`config.mk`:
```
export PLATFORM = sky130hd
export DESIGN_NAME = delayed_threshold_monitor_unit
export DESIGN_NICKNAME = d
export VERILOG_FILES = /design/src/sv/dtm_pkg.sv /design/src/sv/delayed_threshold_monitor_unit.sv /design/src/sv/dtm_state_mem.sv /design/src/sv/dtm_eval.sv
export VERILOG_INCLUDE_DIRS = /design/src /design/src/sv
export SDC_FILE = /design/constraint.sdc
export NUM_CORES = 1
export LEC_CHECK = 0
export BUFFER_PORTS_ARGS = -buffer_cell sky130_fd_sc_hd__buf_2
export CAP_MARGIN = 15
export CORE_MARGIN = 1.5
export CORE_UTILIZATION = 45
export CTS_CLUSTER_SIZE = 10
export DETAILED_ROUTE_END_ITERATION = 10
export PLACE_DENSITY = 0.6
export SETUP_SLACK_MARGIN = 0.15
export SLEW_MARGIN = 10
export SYNTH_ARGS = -nofsm -noshare
export SYNTH_HDL_FRONTEND = slang
export SYNTH_SLANG_ARGS = --single-unit
```
`constraint.sdc`:
```
create_clock -name clock -period 10.64 [get_ports clock]
set_input_delay 1.064 -clock clock [delete_from_list [all_inputs] [get_ports clock]]
set_output_delay 1.064 -clock clock [all_outputs]
set_load 0.01 [all_outputs]
```
`src/sv/assert_macros.svh`:
```
// ----------------------------------------------------------------------------
// assert_macros.svh
// Assertion macros shared by the monitor RTL, empty when synthesising
// ----------------------------------------------------------------------------
`ifndef ASSERT_MACROS_SVH
`define ASSERT_MACROS_SVH

`ifndef SYNTHESIS
// same-cycle implication
`define ASSERT_IMPL(label, clk, rst, ante, cons) \
   label: assert property (@(posedge clk) disable iff (rst) (ante) |-> (cons)) \
      else $error("assertion failed");
// next-cycle implication
`define ASSERT_NEXT(label, clk, rst, ante, cons) \
   label: assert property (@(posedge clk) disable iff (rst) (ante) |=> (cons)) \
      else $error("assertion failed");
`else
`define ASSERT_IMPL(label, clk, rst, ante, cons)
`define ASSERT_NEXT(label, clk, rst, ante, cons)
`endif

`endif

```
`src/sv/dtm_pkg.sv`:
```
// ----------------------------------------------------------------------------
// dtm_pkg
// Types and constants of the delayed threshold monitor
// ----------------------------------------------------------------------------
`timescale 1ns / 1ps

package dtm_pkg;

   localparam int NUM_SETUP_REGS = 8;
   localparam int SETUP_W        = 50;
   localparam int CSR_IDX_W      = 3;
   localparam int CHAN_W         = 3;
   localparam int VALUE_W        = 16;

   localparam logic [VALUE_W-1:0] DISARMED_COUNT = 16'hFFFF;

   // command codes
   typedef enum logic [0:0] {
      CMD_EVAL  = 1'b0,
      CMD_REARM = 1'b1
   } cmd_type;

   // compare modes
   typedef enum logic [1:0] {
      MODE_EQ    = 2'd0,
      MODE_NE    = 2'd1,
      MODE_ABOVE = 2'd2,
      MODE_BELOW = 2'd3
   } mode_type;

   // packed setup word, argument in the top bits
   typedef struct packed {
      logic [VALUE_W-1:0] argument;
      logic [VALUE_W-1:0] delay;
      logic [VALUE_W-1:0] threshold;
      mode_type           mode;
   } setup_type;

   // per-monitor state entry
   typedef struct packed {
      logic               armed;
      logic [VALUE_W-1:0] count;
   } state_type;

   localparam state_type STATE_RESET = '{armed: 1'b1, count: '0};

   // evaluation outcome
   typedef struct packed {
      logic               wr_en;
      state_type          next_state;
      logic               fired;
      logic [VALUE_W-1:0] argument;
   } eval_type;

endpackage

```
`src/sv/delayed_threshold_monitor_unit.sv`:
```
// ----------------------------------------------------------------------------
// delayed_threshold_monitor_unit
// Eight-way threshold monitor with persistence delay, memory-held state
// ----------------------------------------------------------------------------
// Usage
//   req_* carries one command per item: evaluate a sample for a channel, or
//   rearm that channel. rsp_* returns exactly one result per item, in order:
//   fired flag, channel and the action argument (zero when not fired).
//   csr_* writes the packed setup word of one monitor; write only while idle.
// Timing
//   The state memory is read at the edge that accepts an item, the evaluate
//   stage then works on it and the edge on which it fires loads the output
//   register. One item per cycle is sustained while rsp_ready is high: the
//   memory has separate read and write ports, and the last write is
//   forwarded to a following item on the same channel.
// Reset and stall
//   Reset clears all setup words and marks every monitor armed with a zero
//   count through per-entry valid bits, so no clearing pass is needed. When
//   rsp_ready is low the result holds, the evaluate stage holds one more item,
//   and req_ready drops once both are full.
// ----------------------------------------------------------------------------
`timescale 1ns / 1ps
`include "assert_macros.svh"

module delayed_threshold_monitor_unit #(
   parameter int NUM_MONITORS = 8
) (
   input  logic                                 clock,
   input  logic                                 reset,
   input  logic                                 req_valid,
   output logic                                 req_ready,
   input  logic                                 req_cmd,
   input  logic [dtm_pkg::CHAN_W-1:0]           req_channel,
   input  logic [dtm_pkg::VALUE_W-1:0]          req_sample_value,
   output logic                                 rsp_valid,
   input  logic                                 rsp_ready,
   output logic                                 rsp_fired,
   output logic [dtm_pkg::CHAN_W-1:0]           rsp_fired_channel,
   output logic [dtm_pkg::VALUE_W-1:0]          rsp_action_argument,
   input  logic                                 csr_we,
   input  logic [dtm_pkg::CSR_IDX_W-1:0]        csr_index,
   input  logic [dtm_pkg::SETUP_W-1:0]          csr_wdata
);

   localparam int AW = (NUM_MONITORS > 1) ? $clog2(NUM_MONITORS) : 1;

   dtm_pkg::setup_type                setup_ff [dtm_pkg::NUM_SETUP_REGS];

   logic                              s1_valid_ff, s1_valid_in;
   dtm_pkg::cmd_type                  s1_cmd_ff;
   logic [dtm_pkg::CHAN_W-1:0]        s1_channel_ff;
   logic [dtm_pkg::VALUE_W-1:0]       s1_sample_ff;

   logic                              fwd_valid_ff;
   logic [AW-1:0]                     fwd_addr_ff;
   dtm_pkg::state_type                fwd_data_ff;

   logic                              rsp_valid_ff, rsp_valid_in;
   logic                              rsp_fired_ff;
   logic [dtm_pkg::CHAN_W-1:0]        rsp_channel_ff;
   logic [dtm_pkg::VALUE_W-1:0]       rsp_argument_ff;

   logic                              req_fire;
   logic                              s1_fire;
   logic                              s1_in_range;
   logic [AW-1:0]                     s1_addr;
   dtm_pkg::state_type                mem_rd_data;
   dtm_pkg::state_type                cur_state;
   dtm_pkg::eval_type                 eval_res;
   logic                              mem_wr_en;

   // handshake
   assign s1_fire   = s1_valid_ff && (!rsp_valid_ff || rsp_ready);
   assign req_ready = !s1_valid_ff || s1_fire;
   assign req_fire  = req_valid && req_ready;

   // setup registers
   always_ff @(posedge clock) begin
      if (reset) begin
         for (int i = 0; i < dtm_pkg::NUM_SETUP_REGS; i++) begin
            setup_ff[i] <= '0;
         end
      end else if (csr_we) begin
         setup_ff[csr_index] <= dtm_pkg::setup_type'(csr_wdata);
      end
   end

   // evaluate stage item registers
   assign s1_valid_in = req_fire || (s1_valid_ff && !s1_fire);

   always_ff @(posedge clock) begin
      if (reset) begin
         s1_valid_ff <= 1'b0;
      end else begin
         s1_valid_ff <= s1_valid_in;
      end
   end

   always_ff @(posedge clock) begin
      if (req_fire) begin
         s1_cmd_ff     <= dtm_pkg::cmd_type'(req_cmd);
         s1_channel_ff <= req_channel;
         s1_sample_ff  <= req_sample_value;
      end
   end

   assign s1_in_range = ({1'b0, s1_channel_ff} < (dtm_pkg::CHAN_W + 1)'(NUM_MONITORS));
   assign s1_addr     = s1_channel_ff[AW-1:0];
   assign mem_wr_en   = s1_fire && eval_res.wr_en;

   // state memory
   dtm_state_mem #(
      .DEPTH (NUM_MONITORS),
      .AW    (AW)
   ) u_state_mem (
      .clock   (clock),
      .reset   (reset),
      .rd_en   (req_fire),
      .rd_addr (req_channel[AW-1:0]),
      .rd_data (mem_rd_data),
      .wr_en   (mem_wr_en),
      .wr_addr (s1_addr),
      .wr_data (eval_res.next_state)
   );

   // last write kept for forwarding
   always_ff @(posedge clock) begin
      if (reset) begin
         fwd_valid_ff <= 1'b0;
      end else if (mem_wr_en) begin
         fwd_valid_ff <= 1'b1;
      end
   end

   always_ff @(posedge clock) begin
      if (mem_wr_en) begin
         fwd_addr_ff <= s1_addr;
         fwd_data_ff <= eval_res.next_state;
      end
   end

   assign cur_state = (fwd_valid_ff && fwd_addr_ff == s1_addr) ? fwd_data_ff : mem_rd_data;

   // compare and update
   dtm_eval u_eval (
      .in_range     (s1_in_range),
      .cmd          (s1_cmd_ff),
      .sample_value (s1_sample_ff),
      .setup        (setup_ff[s1_channel_ff]),
      .cur_state    (cur_state),
      .result       (eval_res)
   );

   // output register
   assign rsp_valid_in = s1_fire || (rsp_valid_ff && !rsp_ready);

   always_ff @(posedge clock) begin
      if (reset) begin
         rsp_valid_ff <= 1'b0;
      end else begin
         rsp_valid_ff <= rsp_valid_in;
      end
   end

   always_ff @(posedge clock) begin
      if (s1_fire) begin
         rsp_fired_ff    <= eval_res.fired;
         rsp_channel_ff  <= s1_channel_ff;
         rsp_argument_ff <= eval_res.argument;
      end
   end

   assign rsp_valid           = rsp_valid_ff;
   assign rsp_fired           = rsp_fired_ff;
   assign rsp_fired_channel   = rsp_channel_ff;
   assign rsp_action_argument = rsp_argument_ff;

   // checks
   `ASSERT_IMPL(a_quiet_arg, clock, reset, rsp_valid && !rsp_fired, rsp_action_argument == '0)
   `ASSERT_NEXT(a_s1_hold, clock, reset, s1_valid_ff && !s1_fire, s1_valid_ff && $stable(s1_channel_ff))
   `ASSERT_IMPL(a_fire_disarms, clock, reset, mem_wr_en && eval_res.fired, !eval_res.next_state.armed && eval_res.next_state.count == dtm_pkg::DISARMED_COUNT)
   `ASSERT_IMPL(a_empty_ready, clock, reset, !s1_valid_ff, req_ready)

endmodule

```
`src/sv/dtm_state_mem.sv`:
```
// ----------------------------------------------------------------------------
// dtm_state_mem
// Monitor state memory, registered read, valid bits per entry
// ----------------------------------------------------------------------------
`timescale 1ns / 1ps

module dtm_state_mem #(
   parameter int DEPTH = 8,
   parameter int AW    = 3
) (
   input  logic                clock,
   input  logic                reset,
   input  logic                rd_en,
   input  logic [AW-1:0]       rd_addr,
   output dtm_pkg::state_type  rd_data,
   input  logic                wr_en,
   input  logic [AW-1:0]       wr_addr,
   input  dtm_pkg::state_type  wr_data
);

   dtm_pkg::state_type mem [DEPTH];
   logic [DEPTH-1:0]   valid_ff;
   dtm_pkg::state_type rd_q_ff;
   logic               rd_valid_ff;

   // storage write
   always_ff @(posedge clock) begin
      if (wr_en) begin
         mem[wr_addr] <= wr_data;
      end
   end

   // entry valid bits, cleared at reset
   always_ff @(posedge clock) begin
      if (reset) begin
         valid_ff <= '0;
      end else if (wr_en) begin
         valid_ff[wr_addr] <= 1'b1;
      end
   end

   // registered read
   always_ff @(posedge clock) begin
      if (rd_en) begin
         rd_q_ff     <= mem[rd_addr];
         rd_valid_ff <= valid_ff[rd_addr];
      end
   end

   // entries never written read as the reset state
   assign rd_data = rd_valid_ff ? rd_q_ff : dtm_pkg::STATE_RESET;

endmodule

```
`src/sv/dtm_eval.sv`:
```
// ----------------------------------------------------------------------------
// dtm_eval
// Threshold compare and persistence counter update for one item
// ----------------------------------------------------------------------------
`timescale 1ns / 1ps

module dtm_eval (
   input  logic                          in_range,
   input  dtm_pkg::cmd_type              cmd,
   input  logic [dtm_pkg::VALUE_W-1:0]   sample_value,
   input  dtm_pkg::setup_type            setup,
   input  dtm_pkg::state_type            cur_state,
   output dtm_pkg::eval_type             result
);

   logic cond;

   // compare against threshold
   always_comb begin
      unique case (setup.mode)
         dtm_pkg::MODE_EQ:    cond = (sample_value == setup.threshold);
         dtm_pkg::MODE_NE:    cond = (sample_value != setup.threshold);
         dtm_pkg::MODE_ABOVE: cond = (sample_value >  setup.threshold);
         dtm_pkg::MODE_BELOW: cond = (sample_value <  setup.threshold);
         default:             cond = 1'b0;
      endcase
   end

   // next state and fire decision
   always_comb begin
      result.wr_en      = in_range;
      result.next_state = cur_state;
      result.fired      = 1'b0;
      result.argument   = '0;
      if (in_range) begin
         priority if (cmd == dtm_pkg::CMD_REARM || !cond) begin
            result.next_state = dtm_pkg::STATE_RESET;
         end else if (cur_state.armed) begin
            if (cur_state.count >= setup.delay) begin
               result.next_state = '{armed: 1'b0, count: dtm_pkg::DISARMED_COUNT};
               result.fired      = 1'b1;
               result.argument   = setup.argument;
            end else begin
               result.next_state.count = cur_state.count + 16'd1;
            end
         end else begin
            // disarmed with the condition holding: state unchanged
            result.next_state = cur_state;
         end
      end
   end

endmodule
```
After elaboration in Yosys (flattened, before gate mapping):

Memories as Yosys holds them, arrays and structs flattened. A register that Yosys moved wholly into a read port is not among the register bits.
Cells that the tools add are included.

* add/subtract/negate cells: 1
* $lt $le $gt $ge: 6
* equality and inequality tests: 6
* mux-type cells: 23
* bitwise operators: 3
* reduce and logical (&&, ||, !) cells: 20

Operators by type and width (number)
* 2-to-1 mux 17 bit: 5
* 2-to-1 mux 50 bit: 1
* OR reduction 50 bit: 1
* adder 16 x 1 -> 16 bit (second input constant): 1
* equality test 16 bit: 1
* greater-or-equal comparator 16 bit: 1
* > comparator 16 bit: 1
* < comparator 16 bit: 1
* 2-to-1 mux 16 bit: 1
* inequality test 16 bit: 1
* 2-to-1 mux 1 bit: 11
* < comparator 3 x 4 -> 1 bit (second input constant): 2
* OR 8 bit: 1
* logical AND 1 bit: 6
* 2-to-1 mux 3 bit: 2
* zero test 1 bit: 5
* logical OR 1 bit: 5
* equality test 2 bit (second input constant): 2
* case mux 1 bit (4 select lines): 1
* binary-select mux 1 bit (select 3 bit): 1
* demux 1 bit (select 3 bit): 1
* equality test 3 bit: 1
* greater-or-equal comparator 3 x 1 -> 1 bit (second input constant): 1
* OR reduction 3 bit: 1
* other kinds (4): 5

* flip-flop bits (word level): 69
* bits in writable memories: 536
* input bits: 78
* output and inout bits: 22
* word-level logic and storage cells: 74
* memories: 2

Memories
* setup_ff: depth 8, width 50, rd ports 1, clocked after memory_dff 1, write ports 8, line delayed_threshold_monitor_unit.sv:47 `dtm_pkg::setup_type setup_ff [dtm_pkg::NUM_SETUP_REGS];`
* u_state_mem.mem: depth 8, width 17, rd ports 1, clocked after memory_dff 1, write ports 1, line dtm_state_mem.sv:21 `dtm_pkg::state_type mem [DEPTH];`

Logic depth before layout (Yosys ltp):

* depth in word-level cells: 7
* depth in mapped cells: 16
* gate-level depth less buffers: 13

By module:

A second synthesis with hierarchy kept.

* cell total of the unflattened synthesis: 1642
* area total of the unflattened synthesis: 28307.1 µm²

By module, submodules not included
* delayed_threshold_monitor_unit: instances 1, cells an instance 1144, area each 20447.1 µm², sequential area each 13933.4 µm²
* dtm_state_mem: instances 1, cells an instance 278, area each 6301.0 µm², sequential area each 4784.6 µm²
* dtm_eval: instances 1, cells an instance 220, area each 1559.0 µm², sequential area each 0.0 µm²

Worst setup path before layout:

No wires, ideal clock.

* path kind: in2reg
* start point: input port rsp_ready
* end point: memory u_state_mem.mem[1][0] in the netlist's numbering (enable)
* setup time: 415 ps
* arrival: 4574 ps
* required time: 10225 ps
* setup slack: 5651 ps
* cell stages on the path: 4
* buffers on the path: 0
* path through: nor2b_1 nor2b_1 nand2_1 nor3_1

* longest elaborated chain between the ends: 4

RTL lines
* from (decl): line delayed_threshold_monitor_unit.sv:36 `input logic rsp_ready,`
* logical OR 1 bit: line delayed_threshold_monitor_unit.sv:73 `assign s1_fire = s1_valid_ff && (!rsp_valid_ff || rsp_ready);`
* logical AND 1 bit: line delayed_threshold_monitor_unit.sv:73
* via mem_wr_en: line delayed_threshold_monitor_unit.sv:70 `logic mem_wr_en;`
* 2-to-1 mux 1 bit: line dtm_state_mem.sv:28 `if (wr_en) begin`
* 2-to-1 mux 1 bit (not written as such): line dtm_state_mem.sv:29 `mem[wr_addr] <= wr_data;`
* to (decl): line dtm_state_mem.sv:21

The timed path passes the listed nets, and every way through them passes these cells.

==> results.rst <==
.. list-table::
   :header-rows: 1

   * - Metric
     - Value
   * - Sequential element share of the synthesized area
     - 0.680
   * - HP Start
     - u_state_mem.valid_ff[3]
   * - Sum of negative setup slack
     - 0 ns
   * - Hold Violations, Final
     - 0
   * - Total routing resource utilization after global routing
     - 0.217
   * - Hold Slack
     - 0.469 ns
   * - Number of max-slew violations in the final report
     - 0
   * - Worst setup margin
     - roughly 5.3 ns
   * - Die H
     - 250 um
   * - Synthesized area per cell
     - 16.6 um2
   * - Quantity of gates resized following cts
     - 0
   * - Area of the core region
     - 60200 um2
   * - Instance count of the mapped netlist
     - 1650
   * - Launching element type of the critical path
     - register
   * - Final-report setup violation count
     - 0
   * - Worst Setup End Kind
     - register
   * - Max Fanout on Critical Path
     - 39
   * - Share of cells above drive strength 1
     - 0.237
   * - Per-cell via count in the routed design
     - about 5.6
   * - Hold worst-path end
     - u_state_mem.valid_ff[3]
   * - Max Clock Skew
     - 0.0237 ns
   * - Row Count
     - 90
   * - Initial DRC count
     - roughly 1.2k
   * - Routability Congestion
     - around 0.79
   * - Worst slew pin tran
     - 1.08 ns
   * - Synthesis-stage register bit count
     - 625
   * - Port Buf Inserts
     - between 90 and 100
   * - Cell with the largest stage delay on the worst path
     - dfxtp_4
   * - Outcome
     - complete, no violations
   * - XOR/XNOR share of the synthesized area
     - 0.00607
   * - Routed WL per cell
     - between 20 and 30 um
   * - HPWL after DPL
     - 34800 um
   * - Nets
     - between 1.5k and 2k
   * - Master cell of the clock root buffer
     - clkbuf_16
   * - Total of warnings raised by yosys
     - 0
   * - Standby leakage power
     - around 11 nW
   * - Summed instance area of the synthesized netlist
     - about 27000 um2
   * - Post-synthesis to final-layout area growth
     - 12.6%
   * - Vias in the first global route
     - between 15k and 20k
   * - Dpl ws
     - between 5 and 6 ns
   * - Number of cells traversed by the worst hold path
     - 2
   * - Class of the tightest hold or removal check
     - reg2reg
   * - Cell variety after synth
     - 48
   * - Proportion of synthesized area in mux cells
     - 0.140
   * - Clock slew at reported path FFs
     - 0.06 ns
   * - Post-synthesis share of cell area spent on full adders, half adders and majority gates
     - 0.0151
   * - Clock tree from TritonCTS
     - built
   * - Die area
     - between 60000 and 70000 um2
   * - Clock sink count
     - 625
   * - Share of the clock period used by the worst path
     - 0.500
   * - WP data arrival
     - 5.60 ns
   * - R2r endpoint
     - u_state_mem.mem[5][2]
   * - Register-to-register setup slack
     - 5.32 ns
   * - Ordered cell list for the critical path
     - buf_4, mux4_2, mux2i_1, ha_1, a21oi_1, o21ai_0, a221oi_1, o211ai_1, mux2_2, a211o_4, a2111oi_2
   * - Unrepaired setup endpoints after global routing
     - no
   * - Total CTS buffers
     - 73
   * - PwrDens
     - between 150 and 200 nW/um2
   * - Count of pins on the block boundary
     - 100
   * - First-pass GRT wire length
     - 98800 um
   * - Initial core utilization
     - 0.455
   * - Clock network latency to the later pin of the worst-skew pair
     - 0.60 ns
   * - Via total after detailed routing
     - roughly 14k
   * - DRC Markers
     - 0
   * - Count of antenna-violating nets left after detailed routing
     - 0
   * - CP required
     - 10.92 ns
   * - Die Width
     - between 200 and 250 um
   * - Initial antenna violation count
     - 12
   * - Length of the first detailed-routing pass in iterations
     - 5
   * - Share of synthesized cell area in and, or, nand and nor gates
     - 0.128
   * - Logic depth of the worst register-to-register path
     - 11
   * - Compound-cell area share of the yosys netlist
     - 0.0158
   * - Pwr Total
     - between 5 and 6 mW
   * - Number of maximum-capacitance violations
     - 0
   * - Total grt overflow
     - 0
   * - Post-layout minimum cycle time
     - 5.32 ns
   * - Wire length reported by the detailed router
     - 65700 um
   * - IR drop worst, VDD
     - between 0.1 and 0.15 mV
   * - Setup Fix Bufs, Post-CTS
     - 0
   * - Worst slew margin
     - 0.281
   * - Number of buffers on the longest clock path
     - 3
   * - Timing-limited maximum frequency
     - 188 MHz
   * - Largest net degree at the start of global routing
     - 60
   * - Post-CTS Hold Buffers
     - 0
   * - Combinational family with the most area after synthesis
     - multiplexers
   * - H-tree levels
     - 3
   * - Max stage delay on crit path
     - a little over 0.8 ns
   * - Type of the worst setup path
     - reg2reg
   * - Net count after synthesis
     - roughly 1.8k
==> worst max path at each step <==
stage	end	slack (ns)	start	cells past startpoint
finish	u_state_mem.mem[5][2]	5.32	register	11
global route	u_state_mem.mem[5][2]	4.84	register	11
CTS	u_state_mem.mem[3][2]	5.20	register	11
detailed placement	u_state_mem.mem[4][2]	5.24	register	11
global placement	u_state_mem.mem[4][2]	5.24	register	11
floorplan	u_state_mem.mem[1][0]	5.65	rsp_ready	4
==> cell usage in the layout (no fill, tap or decap), types with 12 or more instances in the layout <==
master     Yosys  routed
o21ai_0       12      12
clkbuf_16      0      77
nand3_1       26      26
buf_2         15      99
ha_1          33      33
buf_4          1      33
and2_1       402     402
clkbuf_1      66      14
nor2_1        46      40
mux4_2       136     136
xnor2_1       12      12
mux2i_1       47      47
mux2_2        25      25
nand4_1       14      14
edfxtp_1     611     611
nand2_1       53      53
a21oi_1       24      24
nor3_2        15      19
==> per-layer routing <==
layer,track usage,vias up,wire length (um)
met3,0.0409,102,3500
li1,-,6455,-
met4,0.0542,12,1290
met2,0.365,377,32900
met5,0,-,68
met1,0.291,7509,28000
==> cell type report <==
type | instances | area [um2]
tap | 782 | 978
timing repair buffer | 132 | 743
multi-input combinational | 927 | 8440
antenna | 4 | 10.0
fill | 4913 | 29400
clock inverter | 6 | 33.8
inverter | 4 | 15.0
clock buffer | 92 | 1990
sequential | 625 | 18600
==> per-stage QoR <==
stage,utilization,cells,area (um2)
floorplan,-,1650,27400
global placement,0.478,2470,28800
detailed placement,0.478,2470,28800
CTS,0.512,2568,30800
global route,0.512,2571,30900
finish,0.512,2572,30900
==> kinds of logic (layout without fill, tap and decap cells) <==
| group | after synthesis | after routing |
|---|---|---|
| other cells | 0 | 4 |
| fa+ha+maj | 33 | 33 |
| flops | 625 | 625 |
| xor+xnor | 19 | 19 |
| mux | 209 | 209 |
| buf+inv | 98 | 234 |
| compound gates | 67 | 67 |
| simple gates | 599 | 599 |
==> worst max-delay path, delay by kind of cell (launching register included) <==
kind                     cells  cell delay (ns)
multiplexers                 3             1.03
AO/OA/AOI/OAI                6             2.08
flip-flops                   1             0.81
adder cells (fa/ha/maj)      1             0.27
buffers and inverters        1             0.79
==> cells in the mapped netlist, drive strengths merged <==
cell type / number / share of area
o211ai: 3 / 0.00082
mux4: 136 / 0.11
nor2: 47 / 0.0065
or3b: 1 / 0.00032
and2: 402 / 0.092
or2: 11 / 0.0025
inv: 4 / 0.00055
or3: 2 / 0.00046
mux2i: 48 / 0.018
nand3: 26 / 0.0047
a21o: 8 / 0.0022
and4: 1 / 0.00041
edfxtp: 611 / 0.67
o31ai: 1 / 0.00027
nor2b: 4 / 0.00091
ha: 33 / 0.015
a31oi: 3 / 0.00068
clkbuf: 66 / 0.0090
a2111oi: 1 / 0.00055
nor4: 1 / 0.00023
nand4: 14 / 0.0032
mux2: 25 / 0.010
xnor2: 12 / 0.0038
or4: 1 / 0.00027
a21oi: 24 / 0.0044
nor3: 27 / 0.0077
a221oi: 2 / 0.00064
and3: 1 / 0.00023
nand3b: 1 / 0.00027
a22oi: 1 / 0.00046
a211oi: 3 / 0.0010
buf: 28 / 0.0052
o21ba: 3 / 0.0011
nand2b: 7 / 0.0016
xor2: 7 / 0.0022
nand2: 53 / 0.0073
o21ai: 17 / 0.0031
a211o: 1 / 0.00064
dfxtp: 14 / 0.010
==> registers in the layout, summed over array words and instances, names as in the netlist, named ones only <==
register,cells
fwd_data_ff,17
u_state_mem.valid_ff,8
rsp_fired,1
s1_addr,3
rsp_action_argument,16
s1_valid_ff,1
s1_sample_ff,16
u_state_mem.rd_q_ff,17
rsp_valid,1
fwd_valid_ff,1
u_state_mem.rd_valid_ff,1
u_state_mem.mem,136
s1_cmd_ff,1
rsp_fired_channel,3
setup_ff,400
==> where the power goes <==
part	internal (mW)	switching, mW	leakage [nW]
clock network	1.30	0.926	0.990
logic	0.194	0.271	3.80
registers	2.85	0.0572	5.93
Power figures use the tool's default switching activity.
